[config.mk]
export PLATFORM = sky130hd
export DESIGN_NAME = letter_frequency_mode
export DESIGN_NICKNAME = d
export VERILOG_FILES = /design/src/rtl/core/lfm_pkg.sv /design/src/rtl/core/letter_frequency_mode.sv /design/src/rtl/core/lfm_ram.sv /design/src/rtl/core/lfm_seq.sv
export SDC_FILE = /design/constraint.sdc
export NUM_CORES = 1
export LEC_CHECK = 0
export ABC_AREA = 1
export BUFFER_PORTS_ARGS = -buffer_cell sky130_fd_sc_hd__buf_2
export CAP_MARGIN = 40
export CORE_UTILIZATION = 49
export DETAILED_ROUTE_END_ITERATION = 16
export GPL_TIMING_DRIVEN = 0
export HOLD_SLACK_MARGIN = 0.03
export PLACE_DENSITY_LB_ADDON = 0.1
export SYNTH_ARGS = -nofsm -noshare
export SYNTH_HDL_FRONTEND = slang
export SYNTH_SLANG_ARGS = --single-unit
[constraint.sdc]
create_clock -name clk -period 3.45 [get_ports clk]
set_input_delay 0.69 -clock clk [delete_from_list [all_inputs] [get_ports clk]]
set_output_delay 0.69 -clock clk [all_outputs]
set_load 0.03 [all_outputs]
[src/rtl/core/lfm_pkg.sv]
// Package with the types, constants and helper functions of the letter frequency block.
`default_nettype none
package lfm_pkg;

	localparam int NUM_BINS    = 52;
	localparam int HALF_BINS   = 26;
	localparam int BIN_W       = $clog2(NUM_BINS);
	localparam int CNT_W       = 8;
	localparam int CHAR_W      = 8;
	localparam int LETTER_W    = 7;
	localparam int MAX_LEN_DEF = 128;

	localparam logic [CHAR_W-1:0] CH_LOWER_A = 8'h61;
	localparam logic [CHAR_W-1:0] CH_LOWER_Z = 8'h7a;
	localparam logic [CHAR_W-1:0] CH_UPPER_A = 8'h41;
	localparam logic [CHAR_W-1:0] CH_UPPER_Z = 8'h5a;

	// Bin lookup of one input byte.
	typedef struct packed {
		logic             hit;
		logic [BIN_W-1:0] bin;
	} bin_sel_t;

	// Requests from the sequencer to the count store.
	typedef struct packed {
		logic             we;
		logic [BIN_W-1:0] waddr;
		logic [CNT_W-1:0] wdata;
		logic [BIN_W-1:0] raddr;
		logic             clr;
	} ram_req_t;

	// Lowercase letters map to bins 0..25, uppercase to 26..51.
	function automatic bin_sel_t char_to_bin(input logic [CHAR_W-1:0] c);
		bin_sel_t r;
		r.hit = 1'b0;
		r.bin = '0;
		if (c >= CH_LOWER_A && c <= CH_LOWER_Z) begin
			r.hit = 1'b1;
			r.bin = BIN_W'(c - CH_LOWER_A);
		end else if (c >= CH_UPPER_A && c <= CH_UPPER_Z) begin
			r.hit = 1'b1;
			r.bin = BIN_W'(c - CH_UPPER_A) + BIN_W'(HALF_BINS);
		end
		return r;
	endfunction

	// ASCII code of the letter counted in a bin.
	function automatic logic [LETTER_W-1:0] bin_to_letter(input logic [BIN_W-1:0] b);
		logic [LETTER_W-1:0] r;
		if (b < BIN_W'(HALF_BINS)) begin
			r = LETTER_W'(CH_LOWER_A) + LETTER_W'(b);
		end else begin
			r = LETTER_W'(CH_UPPER_A) + LETTER_W'(b - BIN_W'(HALF_BINS));
		end
		return r;
	endfunction

endpackage
`default_nettype wire

[src/rtl/core/letter_frequency_mode.sv]
// Top level of the letter frequency block: count store, its valid bits and the sequencer.
//
// Usage: a sentence arrives one byte per input transaction on char_code, with
// end_of_sentence set on its final byte. Letters are counted in 52 bins (a..z,
// then A..Z), saturating at min(MAX_LEN, 255); other bytes are ignored.
// Each byte is read and then updated in its bin of the count RAM, so
// in_stall is high in the cycle after every accepted transaction.
// On the final byte the sequencer reads all 52 bins through the single RAM
// read port, one bin after another, to find the maximum. It then reads the
// bins again up to the last one holding the maximum and emits one output
// transaction per letter with that count, in bin order, final_letter set on the last.
// If no letter occurred, all 52 letters are emitted with count zero.
// The output register holds a letter while out_stall is high; the scan waits.
// The input stays stalled until the last letter is loaded into the output
// register. Reset clears the valid bits of the bins, so every bin reads as
// zero; the valid bits are cleared again at the end of each sentence.
`default_nettype none
module letter_frequency_mode import lfm_pkg::*; #(
	parameter int MAX_LEN = MAX_LEN_DEF
) (
	input  wire logic                clk,
	input  wire logic                arst_n,
	input  wire logic                in_valid,
	output logic                     in_stall,
	input  wire logic [CHAR_W-1:0]   char_code,
	input  wire logic                end_of_sentence,
	output logic                     out_valid,
	input  wire logic                out_stall,
	output logic [LETTER_W-1:0]      letter_code,
	output logic [CNT_W-1:0]         occurrences,
	output logic                     final_letter
);

	ram_req_t            req;
	logic [CNT_W-1:0]    ram_rdata;
	logic [CNT_W-1:0]    rd_count;
	logic [NUM_BINS-1:0] vbit_q;
	logic                rvalid_q;

	lfm_ram #(
		.WIDTH (CNT_W),
		.DEPTH (NUM_BINS)
	) u_ram (
		.clk   (clk),
		.we    (req.we),
		.waddr (req.waddr),
		.wdata (req.wdata),
		.raddr (req.raddr),
		.rdata (ram_rdata)
	);

	// Per-bin valid bits; a bin never written since the last clear reads as zero.
	always_ff @(posedge clk or negedge arst_n) begin
		if (!arst_n) begin
			vbit_q   <= '0;
			rvalid_q <= 1'b0;
		end else begin
			if (req.clr) begin
				vbit_q <= '0;
			end else if (req.we) begin
				vbit_q[req.waddr] <= 1'b1;
			end
			rvalid_q <= vbit_q[req.raddr];
		end
	end

	assign rd_count = rvalid_q ? ram_rdata : '0;

	lfm_seq #(
		.MAX_LEN (MAX_LEN)
	) u_seq (
		.clk             (clk),
		.arst_n          (arst_n),
		.in_valid        (in_valid),
		.in_stall        (in_stall),
		.char_code       (char_code),
		.end_of_sentence (end_of_sentence),
		.out_valid       (out_valid),
		.out_stall       (out_stall),
		.letter_code     (letter_code),
		.occurrences     (occurrences),
		.final_letter    (final_letter),
		.rd_count        (rd_count),
		.req             (req)
	);

endmodule
`default_nettype wire

[src/rtl/core/lfm_ram.sv]
// Generic single write port RAM with a registered read port.
`default_nettype none
module lfm_ram #(
	parameter int WIDTH = 8,
	parameter int DEPTH = 52
) (
	input  wire logic                     clk,
	input  wire logic                     we,
	input  wire logic [$clog2(DEPTH)-1:0] waddr,
	input  wire logic [WIDTH-1:0]         wdata,
	input  wire logic [$clog2(DEPTH)-1:0] raddr,
	output logic      [WIDTH-1:0]         rdata
);

	logic [WIDTH-1:0] mem_q [DEPTH];

	// Write and registered read.
	always_ff @(posedge clk) begin
		if (we) begin
			mem_q[waddr] <= wdata;
		end
		rdata <= mem_q[raddr];
	end

endmodule
`default_nettype wire

[src/rtl/core/lfm_seq.sv]
// Sequencer: counts bytes, scans the bins for the maximum and emits the most frequent letters.
`default_nettype none
module lfm_seq import lfm_pkg::*; #(
	parameter int MAX_LEN = MAX_LEN_DEF
) (
	input  wire logic                clk,
	input  wire logic                arst_n,
	input  wire logic                in_valid,
	output logic                     in_stall,
	input  wire logic [CHAR_W-1:0]   char_code,
	input  wire logic                end_of_sentence,
	output logic                     out_valid,
	input  wire logic                out_stall,
	output logic [LETTER_W-1:0]      letter_code,
	output logic [CNT_W-1:0]         occurrences,
	output logic                     final_letter,
	input  wire logic [CNT_W-1:0]    rd_count,
	output ram_req_t                 req
);

	localparam int CNT_LIM_I = (MAX_LEN > 255) ? 255 : MAX_LEN;
	localparam logic [CNT_W-1:0] CNT_LIMIT = CNT_W'(CNT_LIM_I);
	localparam logic [BIN_W-1:0] LAST_BIN  = BIN_W'(NUM_BINS - 1);

	typedef enum logic [2:0] {
		ST_IDLE,
		ST_UPD,
		ST_MAX_RD,
		ST_MAX_CMP,
		ST_EMIT_RD,
		ST_EMIT_CMP
	} state_t;

	state_t              state_q;
	logic [BIN_W-1:0]    idx_q;
	logic [BIN_W-1:0]    bin_q;
	logic                hit_q;
	logic                eos_q;
	logic [CNT_W-1:0]    max_q;
	logic [BIN_W-1:0]    last_q;
	logic                out_valid_q;
	logic [LETTER_W-1:0] letter_q;
	logic [CNT_W-1:0]    occ_q;
	logic                final_q;

	bin_sel_t            sel;
	logic                out_free;
	logic                match;
	logic                load_out;

	assign sel      = char_to_bin(char_code);
	assign in_stall = (state_q != ST_IDLE);
	assign out_free = !out_valid_q || !out_stall;
	assign match    = (rd_count == max_q);
	assign load_out = (state_q == ST_EMIT_CMP) && match && out_free;

	assign out_valid    = out_valid_q;
	assign letter_code  = letter_q;
	assign occurrences  = occ_q;
	assign final_letter = final_q;

	// Store requests: read the incoming byte's bin while idle, else the scan index.
	always_comb begin
		req.raddr = (state_q == ST_IDLE) ? sel.bin : idx_q;
		req.we    = (state_q == ST_UPD) && hit_q && (rd_count < CNT_LIMIT);
		req.waddr = bin_q;
		req.wdata = rd_count + CNT_W'(1);
		req.clr   = load_out && (idx_q == last_q);
	end

	// State, scan registers and the output register.
	always_ff @(posedge clk or negedge arst_n) begin
		if (!arst_n) begin
			state_q     <= ST_IDLE;
			idx_q       <= '0;
			bin_q       <= '0;
			hit_q       <= 1'b0;
			eos_q       <= 1'b0;
			max_q       <= '0;
			last_q      <= '0;
			out_valid_q <= 1'b0;
			letter_q    <= '0;
			occ_q       <= '0;
			final_q     <= 1'b0;
		end else begin
			// The output is offered when a letter is loaded and dropped once taken.
			if (load_out) begin
				out_valid_q <= 1'b1;
			end else if (out_valid_q && !out_stall) begin
				out_valid_q <= 1'b0;
			end
			case (state_q)
				ST_IDLE: begin
					if (in_valid) begin
						hit_q   <= sel.hit;
						bin_q   <= sel.bin;
						eos_q   <= end_of_sentence;
						state_q <= ST_UPD;
					end
				end
				ST_UPD: begin
					if (eos_q) begin
						idx_q   <= '0;
						max_q   <= '0;
						last_q  <= '0;
						state_q <= ST_MAX_RD;
					end else begin
						state_q <= ST_IDLE;
					end
				end
				ST_MAX_RD: begin
					state_q <= ST_MAX_CMP;
				end
				ST_MAX_CMP: begin
					// Track the maximum and the last bin that holds it.
					if (rd_count > max_q) begin
						max_q  <= rd_count;
						last_q <= idx_q;
					end else if (match) begin
						last_q <= idx_q;
					end
					if (idx_q == LAST_BIN) begin
						idx_q   <= '0;
						state_q <= ST_EMIT_RD;
					end else begin
						idx_q   <= idx_q + BIN_W'(1);
						state_q <= ST_MAX_RD;
					end
				end
				ST_EMIT_RD: begin
					state_q <= ST_EMIT_CMP;
				end
				ST_EMIT_CMP: begin
					if (match) begin
						// Wait here until the output register can take the letter.
						if (out_free) begin
							letter_q    <= bin_to_letter(idx_q);
							occ_q       <= max_q;
							final_q     <= (idx_q == last_q);
							if (idx_q == last_q) begin
								state_q <= ST_IDLE;
							end else begin
								idx_q   <= idx_q + BIN_W'(1);
								state_q <= ST_EMIT_RD;
							end
						end
					end else begin
						idx_q   <= idx_q + BIN_W'(1);
						state_q <= ST_EMIT_RD;
					end
				end
				default: begin
					state_q <= ST_IDLE;
				end
			endcase
		end
	end

endmodule
`default_nettype wire

Word-level counts from Yosys, hierarchy flattened. Memories as Yosys holds them, arrays and structs flattened. A register that Yosys moved wholly into a read port is not among the register bits. Index checks and enable logic that the tools add are counted.

Output and inout port bits: 18. Bits in writable memories: 416. Flip-flop bits (word level): 101. Memories kept: 1. Input bits: 13. Logic and storage cells: 105.

Mux-type cells: 34. $add $sub $neg: 8. Reduce and logical (&&, ||, !) cells: 24. Bitwise logic cells: 1. $lt $le $gt $ge: 10. Equal/unequal tests: 14.

Memory list: u_ram.mem_q (depth 52, bits a word 8, rd ports 1, clocked after Yosys merged registers in 1, wr ports 1, line lfm_ram.sv:15) `logic [WIDTH-1:0] mem_q [DEPTH];`.

Operators by type and width (count): 52-bit 2-to-1 mux (2); 52-bit bitwise OR (1); 6-bit 2-to-1 mux (8); 8-bit 2-to-1 mux (3); 7-bit 2-to-1 mux (3); 3-bit one-hot mux with 6 select lines (1); 6-bit one-hot mux with 3 select lines (1); 8-bit by 7-bit >= comparator with 1-bit output (second input constant) (2); 8-bit by 7-bit less-or-equal comparator with 1-bit output (second input constant) (2); 8-bit one-hot mux with 2 select lines (1); 3-bit 2-to-1 mux (5); 6-bit by 7-bit less-than comparator with 1-bit output (second input constant) (2); 6-bit one-hot mux with 2 select lines (1); 1-bit logical AND (9); 3-bit AND reduction (3); 8-bit by 1-bit adder with 8-bit output (second input constant) (1); 8-bit equality test (1); 8-bit > comparator (1); 8-bit less-than comparator (second input constant) (1); 7-bit by 6-bit adder with 7-bit output (first input constant) (1); 7-bit adder (first input constant) (1); 6-bit by 5-bit subtractor with 7-bit output (second input constant) (1); 6-bit by 1-bit adder with 6-bit output (second input constant) (1); 6-bit by 5-bit adder with 6-bit output (second input constant) (1); 25 further kinds (38).

Longest topological paths before layout.
Depth in word-level cells: 7. Gate-level depth with buffers: 22. Mapped depth without buffers: 20.

By module. From an unflattened synthesis, not the netlist that was laid out.

Cells, all modules: 2280. Area total of the unflattened synthesis: 23364.9 µm².

By module, submodules not included: lfm_ram (area an instance 17320.4 µm², times used 1, cells an instance 1457, sequential area each 12652.1 µm²); lfm_seq (area an instance 3256.9 µm², times used 1, cells an instance 468, sequential area each 1201.2 µm²); letter_frequency_mode (area an instance 2787.7 µm², times used 1, cells an instance 355, sequential area each 1326.3 µm²).

Least setup slack after synthesis. Ideal clock, no wire load.

Kind: flip-flop to flip-flop. Start: register rvalid_q. End: memory u_ram.mem_q[0][6], data pin. Data required time: 2.976 ns. Path slack: -0.363 ns. Stages on the path, launching flop included: 9. Buffers on the path: 1. Setup time: 0.474 ns. Period minus slack after synthesis: 3.813 ns. Arrival time: 3.339 ns. Path through: dfrtp_1 > clkbuf_1 > nand2_1 > inv_1 > ha_1 > inv_1 > nor3_1 > nand3_1 > xor2_1.

RTL lines: start: declaration (line letter_frequency_mode.sv:38) `logic rvalid_q;`; start signal: assignment (line letter_frequency_mode.sv:63) `rvalid_q <= vbit_q[req.raddr];`; end: declaration (line lfm_ram.sv:15).

Worst setup path in the final report.
Start: register rvalid_q. End: register vbit_q[12].

Cells in the longest elaborated chain, start to end: 6. Elaborated cells between the ends (all ways): 9. Those cells by class: 1 x order compare; 1 x eq/ne; 2 x mux; 5 x reduce/logical.

Ends and longest elaborated chain: 8-bit 2-to-1 mux (*) (line letter_frequency_mode.sv:67) `assign rd_count = rvalid_q ? ram_rdata : '0;`; branches (longest 5 deep; another with 8-bit less-than comparator); end signal: assignment (line letter_frequency_mode.sv:55) `vbit_q <= '0;`; end signal: assignment (line letter_frequency_mode.sv:59) `vbit_q <= '0;`; end signal: indexed assignment (line letter_frequency_mode.sv:61) `vbit_q[req.waddr] <= 1'b1;`; end: declaration (line letter_frequency_mode.sv:37) `logic [NUM_BINS-1:0] vbit_q;`.

Every way passes the cells marked *. A chain may end at the register's enable or synchronous reset.

==> summary.txt <==
Timing
  • Final Hold Vio Count: 0
  • Peak Freq: 304.7 MHz
  • Count of final setup violators: 0
  • Slew Viols, Final: 0
  • Tmin final: 3282 ps
  • Clock Skew: 29.98 ps
  • Slew margin rel.: 38.93%
  • Worst-margin pin slew: 912.7 ps
  • Hold_ws: 119.3 ps
  • Final period util: 95.14%

Placed design
  • Placed inst area: 0.02525 mm²
  • Final GP Congestion: 0.8955
  • HPWL Detailed: 47750 µm
  • Port Buf Inserts: 30

Routing
  • Final ANT Viol Nets: 0
  • Total DRC errors in the routed layout: 0
  • 1st-pass router iterations: 6
  • DRT iter0 DRCs: 1749
  • Via count: 17050
  • WL/cell: 22.63 µm
  • Routed vias/inst: 5.615
  • Routed WL: 68710 µm

Setup path
  • Crit-path max FO: 10
  • Worst setup EP type: register
  • Worst reg2reg path depth: 13
  • Worst endpoint data arrival time: 3760 ps
  • Required time of the critical path: 3930 ps
  • Critical path type: reg -> reg
  • Startpoint type of the worst setup path: register

Synthesis
  • Synth warn: 0
  • Cell Area, Synth: 0.02366 mm²
  • Post-synth top cells: nand2_1, edfxtp_1, nand3_1, inv_1, nor2_1
  • Async SR Flop Fraction: 19.24%
  • Number of distinct library cells after synthesis: 40
  • FF+latch count, synth: 525
  • Post-Synthesis Cells: 2238
  • Synth top area share: 52.81%
  • Syn Nets: 2266
  • Post-synthesis average cell area: 10.57 µm²
  • Top cells by area, synth: edfxtp_1, dfrtp_1, nand3_1
  • Most frequent cell after synthesis: nand2_1
  • Post-synth top flop: edfxtp_1
  • Post-synth EDFFs: 416
  • Yosys top cell by area: edfxtp_1
  • Sequential area share after synthesis: 64.17%

Layout
  • Layout Nets: 2404
  • P&R area growth vs syn: 14.15%
  • Number of diodes: 0
  • Layout cell share with drive strength beyond 1: 12.43%
  • Design area: 0.02700 mm²

Clocking
  • Number of hold buffers added after cts: 0
  • CTS tree: yes
  • Worst-path clk slew: 60 ps
  • # H-tree levels: 2
  • Num CTS Buffers: 55
  • Worst-Skew Late Latency: 620 ps
  • Clock Path Buffers: 3
  • CTS Root Cell: clkbuf_16
  • Clk sink count: 525

Die
  • Die X-Extent: 221.7 µm
  • IO Pins: 31
  • Initial core utilization: 49.65%
  • Core Box Area: 0.04765 mm²
  • Cell row count: 80
  • Die height: 221.7 µm
  • Die area: 0.04916 mm²

GRT
  • Total gr overflow: 0
  • Gr usage total: 28.24%
  • Initial antenna violation count: 0
  • Pin count of the biggest net entering global routing: 52
  • First-pass GRT wire length: 102700 µm
  • Vias in the first global route: 16460

Power
  • Tot Pwr: 22.14 mW
  • Pwr per Cell Area: 820.1 mW/mm²
  • Leak Pwr: 10.82 nW
  • Max IR drop VDD: 0.5146 mV

Hold path
  • Hold Path Class: in -> async

Flow run
  • Max-cap violations: 0

Outcome
  • Status: finished, final reports clean
[registers in the layout, indices dropped and copies added (netlist names)]
signal / cells
u_ram.rdata: 8
u_seq.last_q: 6
u_seq.state_q: 3
rvalid_q: 1
u_ram.mem_q: 416
vbit_q: 52
u_seq.letter_code: 7
u_seq.final_letter: 1
u_seq.idx_q: 6
u_seq.eos_q: 1
u_seq.max_q: 8
u_seq.hit_q: 1
u_seq.out_valid: 1
u_seq.occurrences: 8
u_seq.bin_q: 6
[worst paths after layout]
check / startpoint / end / slack [ps]
max in group asynchronous: arst_n / vbit_q[12] / 2570
min in group clk: end_of_sentence / u_seq.eos_q / 330
max: rvalid_q / vbit_q[12] / 170
max reg2reg: rvalid_q / vbit_q[12] / 170
min: arst_n / u_seq.occurrences[3] / 120
min reg2reg: u_seq.occurrences[5] / u_seq.occurrences[5] / 480
[power by group]
| group | internal (mW) | switching [mW] |
|---|---|---|
| logic | 2.36 | 5.86 |
| registers | 8.09 | 0.212 |
| clock network | 3.17 | 2.45 |
| total | 13.6 | 8.52 |
[critical path, stage by stage, from the launching register on]
cell      delay (ps)
dfrtp_2          510
nand2_1          190
inv_1            160
ha_1             330
nand2_1           80
inv_1             60
nand3_1           90
nor4_2           350
nand4_1          190
nor2_1           200
buf_4            250
inv_2            130
clkbuf_1         370
o21a_1           230
[per-layer routing]
| layer | GRT usage [%] | up-vias | wire length, µm |
|---|---|---|---|
| li1 | - | 7911 | - |
| met1 | 39.97 | 8309 | 30040 |
| met2 | 44.52 | 679 | 31350 |
| met3 | 3.909 | 147 | 5009 |
| met4 | 10.64 | 0 | 2311 |
| met5 | 0 | - | 0 |
[metrics by stage]
| step | worst slack [ps] | TNS [ps] | utilization, % | cells |
|---|---|---|---|---|
| after global placement | -2998 | -1099390 | 51.66 | 2883 |
| final | 167.6 | 0 | 56.67 | 3036 |
| after global routing | -4.389 | -5.246 | 56.67 | 3036 |
| after floorplan | 109.7 | 0 | - | 2238 |
| after CTS | 87.47 | 0 | 56.56 | 3033 |
| after detailed placement | -474.3 | -26680 | 53.00 | 2932 |
[area by class of cell]
type                            instances  area (µm²)
Clock inverter                         15       75.07
Sequential cell                       525       15180
Fill cell                            4104       20640
Clock buffer                           87        1607
Inverter                              283        1066
Tap cell                              615       769.5
Timing Repair Buffer                   82       747.0
Buffer                                119       681.9
Multi-Input combinational cell       1310        6875
[layout by cell type, fill, tap and decap left out, types with 5 or more instances in the layout]
cell | Yosys | routed
a21oi_1 | 9 | 7
buf_12 | 0 | 9
buf_2 | 59 | 82
buf_4 | 11 | 49
buf_6 | 13 | 14
clkbuf_1 | 30 | 47
clkbuf_16 | 0 | 55
clkbuf_2 | 0 | 6
clkbuf_4 | 0 | 6
clkbuf_8 | 0 | 11
clkinv_1 | 1 | 6
clkinv_2 | 0 | 8
dfrtp_1 | 101 | 100
dfxtp_1 | 8 | 8
edfxtp_1 | 416 | 416
ha_1 | 15 | 14
inv_1 | 265 | 264
inv_2 | 17 | 17
nand2_1 | 448 | 446
nand3_1 | 367 | 367
nand3b_1 | 97 | 97
nand4_1 | 6 | 6
nor2_1 | 113 | 113
nor3_1 | 13 | 13
o211ai_1 | 51 | 51
o211ai_2 | 14 | 14
o21a_1 | 45 | 45
o21ai_0 | 68 | 68
o21ai_1 | 5 | 5
o21bai_1 | 17 | 17
o22ai_1 | 5 | 5
xor2_1 | 16 | 12
[logic make-up (layout without fill, tap and decap cells)]
family	count (synthesis)	after routing	share of synthesized area (%)
AO/OA/AOI/OAI	225	225	6.591
flip-flops	525	525	64.17
AND/OR/NAND/NOR	1054	1054	20.56
adder cells (fa/ha/maj)	15	15	0.7934
XOR/XNOR	16	16	0.5924
buffers and inverters	403	586	7.294
[timing repair]
action	in CTS	in global routing
gates cloned	0	0
setup endpoints to repair	139	17
setup buffers	0	3
gates resized for setup	3	18
pin swaps	0	1
Note: power is estimated with default switching activity, not from simulation.
